### src/sv/lfsc_pkg.sv
// shared types, tables and helper functions for the lfsr feedback stream cipher
// no dependencies; used by lfsc_round, lfsc_keystream and the top level
package lfsc_pkg;

	localparam int MIX_DEPTH  = 16;
	localparam int FIFO_DEPTH = 4;
	localparam int ROUNDS     = 32;

	// configuration register indexes
	localparam logic REG_KEY_NIBBLES  = 1'b0;
	localparam logic REG_ENCRYPT_MODE = 1'b1;

	localparam logic [7:0] EVEN_MASK = 8'h55;
	localparam logic [7:0] ODD_MASK  = 8'hAA;
	localparam logic [7:0] SEED_TOP  = 8'hff;
	localparam logic [7:0] FIFO_XOR  = 8'hf0;
	localparam logic [3:0] NIB_MASK  = 4'hf;

	typedef logic [7:0] byte_t;
	typedef logic [MIX_DEPTH-1:0][7:0] mix_reg_t;
	typedef logic [FIFO_DEPTH-1:0][7:0] fifo_t;
	typedef logic [7:0][7:0] fold_key_t;

	localparam byte_t ROUND_MASKS [0:15] = '{
		8'h0B, 8'h0A, 8'h78, 8'h0C, 8'hE0, 8'h29, 8'h7B, 8'hCF,
		8'hC3, 8'h4B, 8'h2B, 8'hCC, 8'h82, 8'h60, 8'h80, 8'h06
	};

	localparam byte_t SIX_TO_ONE [0:63] = '{
		8'h96, 8'h4b, 8'h65, 8'h3a, 8'hac, 8'h6c, 8'h53, 8'h74,
		8'h78, 8'ha5, 8'h47, 8'hb2, 8'h4d, 8'ha6, 8'h59, 8'h5a,
		8'h8d, 8'h56, 8'h2b, 8'hc3, 8'h71, 8'hd2, 8'h66, 8'h3c,
		8'h1d, 8'hc9, 8'h93, 8'h2e, 8'ha9, 8'h72, 8'h17, 8'hb1,
		8'hb4, 8'he4, 8'ha3, 8'h4e, 8'h27, 8'h5c, 8'h8b, 8'hc5,
		8'he8, 8'h95, 8'he1, 8'hd1, 8'h87, 8'hb8, 8'h1e, 8'hca,
		8'h1b, 8'h63, 8'hd8, 8'h2d, 8'hd4, 8'h9a, 8'h99, 8'h36,
		8'h8e, 8'hc6, 8'h69, 8'he2, 8'h39, 8'h35, 8'h6a, 8'h9c
	};

	localparam logic [3:0] NIB_SBOX [0:3][0:15] = '{
		'{4'h6, 4'hA, 4'h1, 4'h2, 4'hE, 4'h7, 4'h8, 4'h9,
		  4'hC, 4'h4, 4'h3, 4'hF, 4'hB, 4'h0, 4'h5, 4'hD},
		'{4'h2, 4'h7, 4'h0, 4'h5, 4'hF, 4'h3, 4'h1, 4'h9,
		  4'hE, 4'hD, 4'hB, 4'h8, 4'hC, 4'hA, 4'h4, 4'h6},
		'{4'h9, 4'h1, 4'h3, 4'hC, 4'h2, 4'h0, 4'hA, 4'hE,
		  4'hD, 4'h6, 4'hB, 4'h7, 4'h5, 4'h8, 4'hF, 4'h4},
		'{4'hB, 4'h6, 4'h9, 4'h0, 4'h5, 4'hE, 4'hF, 4'h8,
		  4'h4, 4'hC, 4'h1, 4'hD, 4'h2, 4'h7, 4'h3, 4'hA}
	};

	// nibble t becomes {~t, t}
	function automatic byte_t spread_nib(input logic [3:0] t);
		return {t ^ NIB_MASK, t};
	endfunction

	function automatic byte_t rotl8(input byte_t v, input logic [2:0] n);
		logic [15:0] w;
		w = {v, v} << n;
		return w[15:8];
	endfunction

	function automatic logic [3:0] key_nib(input logic [63:0] key, input logic [3:0] idx);
		return key[idx*4 +: 4];
	endfunction

	function automatic fold_key_t fold_key(input logic [63:0] key);
		fold_key_t fk;
		for (int k = 0; k < 4; k++) begin
			fk[k]   = spread_nib(key_nib(key, 4'(k)) ^ key_nib(key, 4'(k + 4)));
			fk[k+4] = spread_nib(key_nib(key, 4'(k + 8)) ^ key_nib(key, 4'(k + 12)));
		end
		return fk;
	endfunction

endpackage

### src/sv/lfsc_round.sv
// shared mixing round unit: one and-xor round over the sixteen register bytes
// depends on lfsc_pkg
module lfsc_round (
	input  lfsc_pkg::mix_reg_t mix,
	input  logic [4:0]         rc,
	output logic [3:0]         dst,
	output lfsc_pkg::byte_t    new_byte
);

	lfsc_pkg::byte_t acc;
	lfsc_pkg::byte_t folded;

	always_comb begin
		acc = '0;
		for (int k = 0; k < lfsc_pkg::MIX_DEPTH; k++) begin
			acc ^= mix[k] & lfsc_pkg::ROUND_MASKS[4'(rc[3:0] + 4'(k))];
		end
		folded   = ((acc >> 1) ^ acc) & lfsc_pkg::EVEN_MASK;
		dst      = ~rc[3:0];
		new_byte = ((mix[dst] << 1) & lfsc_pkg::ODD_MASK) | folded;
	end

endmodule

### src/sv/lfsc_keystream.sv
// keystream byte former: substitution boxes, six-to-one table and position rotate
// depends on lfsc_pkg
module lfsc_keystream (
	input  lfsc_pkg::mix_reg_t mix,
	input  lfsc_pkg::fifo_t    fifo,
	input  logic [63:0]        key,
	input  logic [2:0]         pos,
	output lfsc_pkg::byte_t    ks
);

	lfsc_pkg::fold_key_t fk;
	lfsc_pkg::byte_t     mix_out [4];
	lfsc_pkg::byte_t     sub_out [4];
	lfsc_pkg::byte_t     t       [4];
	lfsc_pkg::byte_t     raw;
	logic [5:0]          sel     [8];

	always_comb begin
		fk = lfsc_pkg::fold_key(key);
		for (int k = 0; k < 4; k++) begin
			mix_out[k] = lfsc_pkg::rotl8(mix[k+7], 3'd2) ^ mix[k];
			t[k]       = fk[k] ^ fifo[k];
			sub_out[k] = {lfsc_pkg::NIB_SBOX[k][t[k][7:4]],
				lfsc_pkg::NIB_SBOX[k][t[k][3:0]]} ^ fk[k+4];
		end
		// per bit, six selector bits taken from lanes one to three
		for (int b = 0; b < 8; b++) begin
			sel[b] = {mix_out[1][b], sub_out[1][b], mix_out[2][b], sub_out[2][b],
				mix_out[3][b], sub_out[3][b]};
			raw[b] = lfsc_pkg::SIX_TO_ONE[sel[b]][b];
		end
		ks = lfsc_pkg::rotl8(raw ^ sub_out[0] ^ mix_out[0], pos);
	end

endmodule

### src/sv/lfsr_feedback_stream_cipher_top.sv
// top level of the lfsr feedback stream cipher: handshakes, sequencer and state
// depends on lfsc_pkg, lfsc_round and lfsc_keystream
//
// byte stream cipher with ciphertext feedback. each accepted transaction carries one
// byte and returns that byte xored with a keystream byte. a transaction runs through
// the accept cycle (which also seeds the mixing register and feedback fifo at the
// start of a message), 32 mixing rounds run one per cycle through the single shared
// round unit, and a finish step that forms the keystream byte and loads the output
// register. in_stall is high for the whole time a byte is in work. the finished byte
// sits in the output register, so the next byte can be accepted while it waits; if
// it is still not taken when the next byte finishes, the block holds in the finish
// step. the user must write the configuration port (cfg_index 0 key nibbles, 1
// encrypt mode) only while idle; the block itself does not enforce this.
module lfsr_feedback_stream_cipher_top (
	input  logic        clk,
	input  logic        arst_n,
	input  logic        cfg_we,
	input  logic        cfg_index,
	input  logic [63:0] cfg_data,
	input  logic        in_valid,
	output logic        in_stall,
	input  logic [7:0]  data_byte,
	input  logic        last_in_message,
	output logic        out_valid,
	input  logic        out_stall,
	output logic [7:0]  out_byte
);

	// sequencer states
	localparam logic [1:0] ST_IDLE = 2'd0;
	localparam logic [1:0] ST_MIX  = 2'd1;
	localparam logic [1:0] ST_FIN  = 2'd2;

	logic [1:0]         state_q;
	logic [4:0]         rc_q;          // round counter, counts down
	logic [63:0]        key_q;
	logic               mode_q;
	lfsc_pkg::mix_reg_t mix_q;
	lfsc_pkg::fifo_t    fifo_q;
	logic [2:0]         pos_q;
	logic               needs_seed_q;
	lfsc_pkg::byte_t    data_q;
	logic               last_q;
	logic               out_valid_q;
	lfsc_pkg::byte_t    out_byte_q;

	logic               in_take;
	logic               out_take;
	logic               fin_go;
	logic [3:0]         dst;
	lfsc_pkg::byte_t    new_byte;
	lfsc_pkg::byte_t    ks;
	lfsc_pkg::byte_t    result;
	lfsc_pkg::byte_t    fb;
	lfsc_pkg::fold_key_t fk_seed;

	assign in_stall  = (state_q != ST_IDLE);
	assign in_take   = in_valid && !in_stall;
	assign out_valid = out_valid_q;
	assign out_byte  = out_byte_q;
	assign out_take  = out_valid_q && !out_stall;
	// output slot is free, or emptied this cycle
	assign fin_go    = (state_q == ST_FIN) && (!out_valid_q || !out_stall);

	lfsc_round u_round (
		.mix      (mix_q),
		.rc       (rc_q),
		.dst      (dst),
		.new_byte (new_byte)
	);

	lfsc_keystream u_keystream (
		.mix  (mix_q),
		.fifo (fifo_q),
		.key  (key_q),
		.pos  (pos_q),
		.ks   (ks)
	);

	assign fk_seed = lfsc_pkg::fold_key(key_q);
	assign result  = data_q ^ ks;
	// encrypt feeds back the output byte, decrypt the input byte
	assign fb      = mode_q ? result : data_q;

	// configuration registers
	always_ff @(posedge clk or negedge arst_n) begin
		if (!arst_n) begin
			key_q  <= '0;
			mode_q <= 1'b0;
		end else if (cfg_we) begin
			unique case (cfg_index)
				lfsc_pkg::REG_KEY_NIBBLES:  key_q  <= cfg_data;
				lfsc_pkg::REG_ENCRYPT_MODE: mode_q <= cfg_data[0];
				default: ;
			endcase
		end
	end

	// sequencer and control state
	always_ff @(posedge clk or negedge arst_n) begin
		if (!arst_n) begin
			state_q      <= ST_IDLE;
			rc_q         <= '0;
			pos_q        <= '0;
			needs_seed_q <= 1'b1;
			out_valid_q  <= 1'b0;
		end else begin
			// a new result replaces the one taken in the same cycle
			if (fin_go) begin
				out_valid_q <= 1'b1;
			end else if (out_take) begin
				out_valid_q <= 1'b0;
			end
			unique case (state_q)
				ST_IDLE: begin
					if (in_take) begin
						state_q <= ST_MIX;
						rc_q    <= 5'(lfsc_pkg::ROUNDS - 1);
						if (needs_seed_q) begin
							pos_q        <= '0;
							needs_seed_q <= 1'b0;
						end
					end
				end
				ST_MIX: begin
					rc_q <= rc_q - 5'd1;
					if (rc_q == '0) begin
						state_q <= ST_FIN;
					end
				end
				ST_FIN: begin
					if (fin_go) begin
						state_q <= ST_IDLE;
						if (last_q) begin
							needs_seed_q <= 1'b1;
							pos_q        <= '0;
						end else begin
							pos_q <= pos_q + 3'd1;
						end
					end
				end
				default: state_q <= ST_IDLE;
			endcase
		end
	end

	// payload: mixing register, feedback fifo, latched input, output byte
	always_ff @(posedge clk) begin
		if (in_take) begin
			data_q <= data_byte;
			last_q <= last_in_message;
			if (needs_seed_q) begin
				for (int k = 0; k < lfsc_pkg::MIX_DEPTH - 1; k++) begin
					mix_q[k] <= lfsc_pkg::spread_nib(lfsc_pkg::key_nib(key_q, 4'(k)));
				end
				mix_q[lfsc_pkg::MIX_DEPTH-1] <= lfsc_pkg::SEED_TOP;
				for (int k = 0; k < lfsc_pkg::FIFO_DEPTH; k++) begin
					fifo_q[k] <= fk_seed[k] ^ fk_seed[k+4] ^ lfsc_pkg::FIFO_XOR;
				end
			end
		end
		if (state_q == ST_MIX) begin
			mix_q[dst] <= new_byte;
		end
		if (fin_go) begin
			out_byte_q <= result;
			for (int k = 0; k < lfsc_pkg::FIFO_DEPTH - 1; k++) begin
				fifo_q[k] <= lfsc_pkg::rotl8(fifo_q[k+1], 3'd1);
			end
			fifo_q[lfsc_pkg::FIFO_DEPTH-1] <= lfsc_pkg::rotl8(fb, 3'd1);
		end
	end

`ifndef SYNTHESIS
	// an accepted transaction always starts the full round count
	a_start_rounds: assert property (@(posedge clk) disable iff (!arst_n)
		in_take |=> (state_q == ST_MIX) && (rc_q == 5'(lfsc_pkg::ROUNDS - 1)))
		else $error("round sequence did not start after accept");

	// last round leads straight to the finish step
	a_mix_to_fin: assert property (@(posedge clk) disable iff (!arst_n)
		(state_q == ST_MIX) && (rc_q == '0) |=> (state_q == ST_FIN))
		else $error("mixing did not end after the last round");

	// a pending seed means the position is at message start
	a_seed_pos: assert property (@(posedge clk) disable iff (!arst_n)
		needs_seed_q |-> (pos_q == '0))
		else $error("position not cleared while seed is pending");

	// finishing always presents a result
	a_fin_out: assert property (@(posedge clk) disable iff (!arst_n)
		fin_go |=> out_valid_q && (state_q == ST_IDLE))
		else $error("finished transaction did not reach the output");
`endif

endmodule
### config.mk
export PLATFORM = sky130hd
export DESIGN_NAME = lfsr_feedback_stream_cipher_top
export DESIGN_NICKNAME = d
export VERILOG_FILES = /design/src/sv/lfsc_pkg.sv /design/src/sv/lfsc_round.sv /design/src/sv/lfsc_keystream.sv /design/src/sv/lfsr_feedback_stream_cipher_top.sv
export SDC_FILE = /design/constraint.sdc
export NUM_CORES = 1
export LEC_CHECK = 0
export BUFFER_PORTS_ARGS = -buffer_cell sky130_fd_sc_hd__buf_2
export CAP_MARGIN = 0
export CELL_PAD_IN_SITES_DETAIL_PLACEMENT = 1
export CELL_PAD_IN_SITES_GLOBAL_PLACEMENT = 1
export CORE_MARGIN = 5
export CORE_UTILIZATION = 30
export DETAILED_ROUTE_END_ITERATION = 8
export PLACE_DENSITY = 0.51
export SLEW_MARGIN = 20
export SYNTH_ARGS = -nofsm -noshare
export SYNTH_HDL_FRONTEND = slang
export SYNTH_SLANG_ARGS = --single-unit
### constraint.sdc
create_clock -name clk -period 5.8 [get_ports clk]
set_input_delay 0.58 -clock clk [delete_from_list [all_inputs] [get_ports clk]]
set_output_delay 0.58 -clock clk [all_outputs]
set_load 0.005 [all_outputs]
==> implementation parameters <==
Parameter                              Value

Routing
  Count of nets left with antenna violations after detail routing ... 0
  DRT iter0 DRCs ... 1335
  # DRC ... 0
  Vias ... 18200
  Drt via density ... 5.55
  Routed Wire Length ... 88000 microns
  Average routed wire per standard cell ... approximately 27 microns
  Number of detailed-route iterations in the first pass ... 5

Global routing
  Wire length of the first global-routing pass ... 128000 microns
  Vias in the first global route ... 18500
  Pin count of the biggest net entering global routing ... 90
  GRT Overall Usage ... 0.240
  Number of antenna violations at the first check in global routing ... 2
  Total overflow reported by the global router ... 0

Place
  Weighted congestion reported at the end of routability-driven placement ... 0.896
  Pre-CTS WS ... 410 ps
  Port buffer count ... 88
  Detailed Place HPWL ... 66700 microns
  Number of placed cells counting well taps ... 3216

Clock tree
  Num CTS Buffers ... 36
  Number of buffers between clock root and the deepest sink ... 3
  Quantity of gates resized following cts ... 0
  Master cell of the clock root buffer ... sky130_fd_sc_hd__clkbuf_16
  Post-CTS setup-driven buffer insertion count ... 0
  Count of hold buffers inserted by post-cts repair ... 1
  TritonCTS clock tree ... yes
  CTS sink cnt ... between 200 and 300
  Source-to-sink clock delay at the later pin of the worst-skew pair ... between 500 and 600 ps
  CTS H-tree depth ... 2
  Clk pin slew, worst setup/hold paths ... 60 ps

Synth
  Post-synth EDFFs ... 49
  Syn. warnings ... 0
  Unique masters post-synth ... 80
  Mean area per synthesized cell ... 8.55 sq um
  Number of nets produced by synthesis ... ~2500
  Portion of the post-synthesis area used by sequential elements ... 0.297
  Dominant register cell in the synthesized netlist ... sky130_fd_sc_hd__dfxtp_1
  Post-synthesis instance area ... 20100 sq um
  Share of synthesized flip-flops with an asynchronous set or reset ... 0.303
  Post-synthesis register bit count ... 254
  Gate count after technology mapping ... 2349

Setup path
  Type of element capturing the critical path ... flop
  Arrival time at the worst endpoint ... 5780 ps
  Critical path class ... flop to flop
  Crit path max-delay family ... simple AND/OR/NAND/NOR gates
  Number of cells on the critical path ... 17
  Slowest cell on crit path ... sky130_fd_sc_hd__xnor2_1
  Count of buffering cells on the critical path with inverters included ... 2
  Maximum fanout along the worst path ... 9
  Worst r2r src ... fifo_q[29]
  Cells on worst reg2reg path ... 17
  Largest stage delay on the critical path ... 650 ps
  Critical register-to-register path endpoint ... fifo_q[24]
  Worst-case register-to-register setup slack ... 320 ps
  Required time of the worst setup path ... 6100 ps
  Critical path startpoint category ... flop
  Crit-path cells ... xnor3_1, inv_1, ha_1, nor2_1, mux4_2, xnor2_1, inv_1, ha_1, and2_1, mux2i_1, o211a_1, nor3_2, nor4_1, nor4_1, mux2i_1, o21a_1, o31a_1

Finish
  Layout area overhead ... 12.9%
  Leading cell types in the layout, fill and taps excluded ... sky130_fd_sc_hd__nand2_1, sky130_fd_sc_hd__nor2_1, sky130_fd_sc_hd__xnor2_1
  Most common cell after layout, fill and taps aside ... sky130_fd_sc_hd__nand2_1
  Fraction of layout instances using a drive strength above 1 ... 0.141
  Finished Layout Cells ... 3284
  Final Net Count ... 2558

Timing
  Crit share post-route ... 0.945
  Timing-limited maximum frequency ... approximately 0.18 GHz
  Setup repair after global routing missed its margin ... no
  Slew Viols, Final ... 0
  Endpoints failing hold ... 0
  Total setup violations reported at the end of the flow ... 0
  Fin worst setup slack ... 322 ps
  Measured slew at the worst slew-check pin ... 1200 ps
  Min cycle time layout ... about 5500 ps
  Tightest hold margin ... 192 ps
  Slew headroom ... 0.196
  Max Clock Skew ... 21.8 ps
  TNS Setup ... 0 ps

Floorplan
  Die ar. ... approximately 72000 sq um
  Horizontal extent of the die ... approximately 270 microns
  Initial cell density of the core ... 0.304
  Die outline height ... approximately 270 microns
  I/O pin count ... 89
  Floorplan core area ... 66100 sq um
  Num rows ... 94

Worst hold path
  Number of cells on the worst hold path ... 1
  Min-delay src ... data_byte[6]
  Hold WC Path Type ... primary input to flop
  WHS Endpoint ... data_q[6]

Outcome
  Result of the run ... finished clean

Run
  Maxcap violations ... 0
area by class of cell:
| type | count | area, sq um |
|---|---|---|
| Timing Repair Buffer | 140 | 836 |
| Tap cell | 864 | 1080 |
| Clock buffer | 45 | 976 |
| Multi-Input combinational cell | 1888 | 13400 |
| Fill cell | 7776 | 43400 |
| Antenna cell | 2 | 5.00 |
| Clock inverter | 20 | 183 |
| Inverter | 71 | 267 |
| Sequential cell | 254 | 5960 |
layer usage:
metal	up-vias	global-route usage	wire [microns]
li1	8422	-	-
met4	0	0.0722	2820
met2	475	0.372	38600
met3	110	0.0502	5760
met1	9230	0.338	40800
met5	-	0	0
per-stage QoR:
step	instance area, sq um	util
floorplan	20100	-
detailed placement	21500	0.325
global route	22700	0.343
global placement	21500	0.325
CTS	22700	0.343
finish	22700	0.343
cells in the mapped netlist (all sizes together) (5+ instances only):
library cell / n / share of area
a221oi: 13 / 0.0060
buf: 27 / 0.0063
or3: 10 / 0.0031
a211oi: 23 / 0.0086
clkbuf: 109 / 0.020
nor4: 10 / 0.0031
o22a: 7 / 0.0031
a32oi: 5 / 0.0022
nand2: 324 / 0.061
nor3: 32 / 0.0082
mux2: 88 / 0.050
a31oi: 75 / 0.023
a21oi: 118 / 0.029
inv: 69 / 0.013
nand4: 12 / 0.0037
a21boi: 7 / 0.0026
and2: 15 / 0.0047
o21ai: 143 / 0.036
a21o: 18 / 0.0067
o31ai: 6 / 0.0022
xor3: 13 / 0.015
dfrtp: 76 / 0.095
o21a: 7 / 0.0026
edfxtp: 49 / 0.073
o22ai: 18 / 0.0056
nand3: 34 / 0.0085
xnor2: 185 / 0.081
mux4: 31 / 0.035
dfxtp: 128 / 0.13
nor2: 263 / 0.049
or2: 8 / 0.0025
mux2i: 73 / 0.037
and3: 7 / 0.0022
xor2: 86 / 0.037
a211o: 8 / 0.0035
o221ai: 5 / 0.0022
o211ai: 38 / 0.014
ha: 88 / 0.055
a22oi: 6 / 0.0022
nand2b: 13 / 0.0040
xnor3: 17 / 0.019
o311ai: 15 / 0.0065
nor3b: 7 / 0.0026
nor2b: 8 / 0.0025
worst max-delay path by stage:
stage,end,slack (ps),start
finish,fifo_q[24],320,fifo_q[29]
global route,fifo_q[24],50,fifo_q[29]
CTS,fifo_q[24],350,fifo_q[29]
detailed placement,fifo_q[24],410,fifo_q[29]
global placement,fifo_q[24],540,fifo_q[29]
floorplan,fifo_q[27],1030,key_q[12]
logic make-up (layout without fill, tap and decap cells):
family,Yosys count,in the layout,synth area share
DFF,254,254,0.297
and+or+nand+nor,754,754,0.159
other,0,2,0
muxes,192,192,0.121
AOI/OAI and AO/OA,552,552,0.175
buffers and inverters,207,276,0.0399
xor gates and xnor gates,301,301,0.153
adders and majority gates,89,89,0.0553
registers in the layout, indices dropped and copies added (netlist names):
register and count:
data_q 8, fifo_q 32, key_q 64, last_q 1, mix_q 128, mode_q 1, needs_seed_q 1, out_byte 8
out_valid 1, pos_q 3, rc_q 5, state_q 2
Power is not shown: default switching activity piles up to over one toggle a cycle in this logic, so the estimate is an artifact.
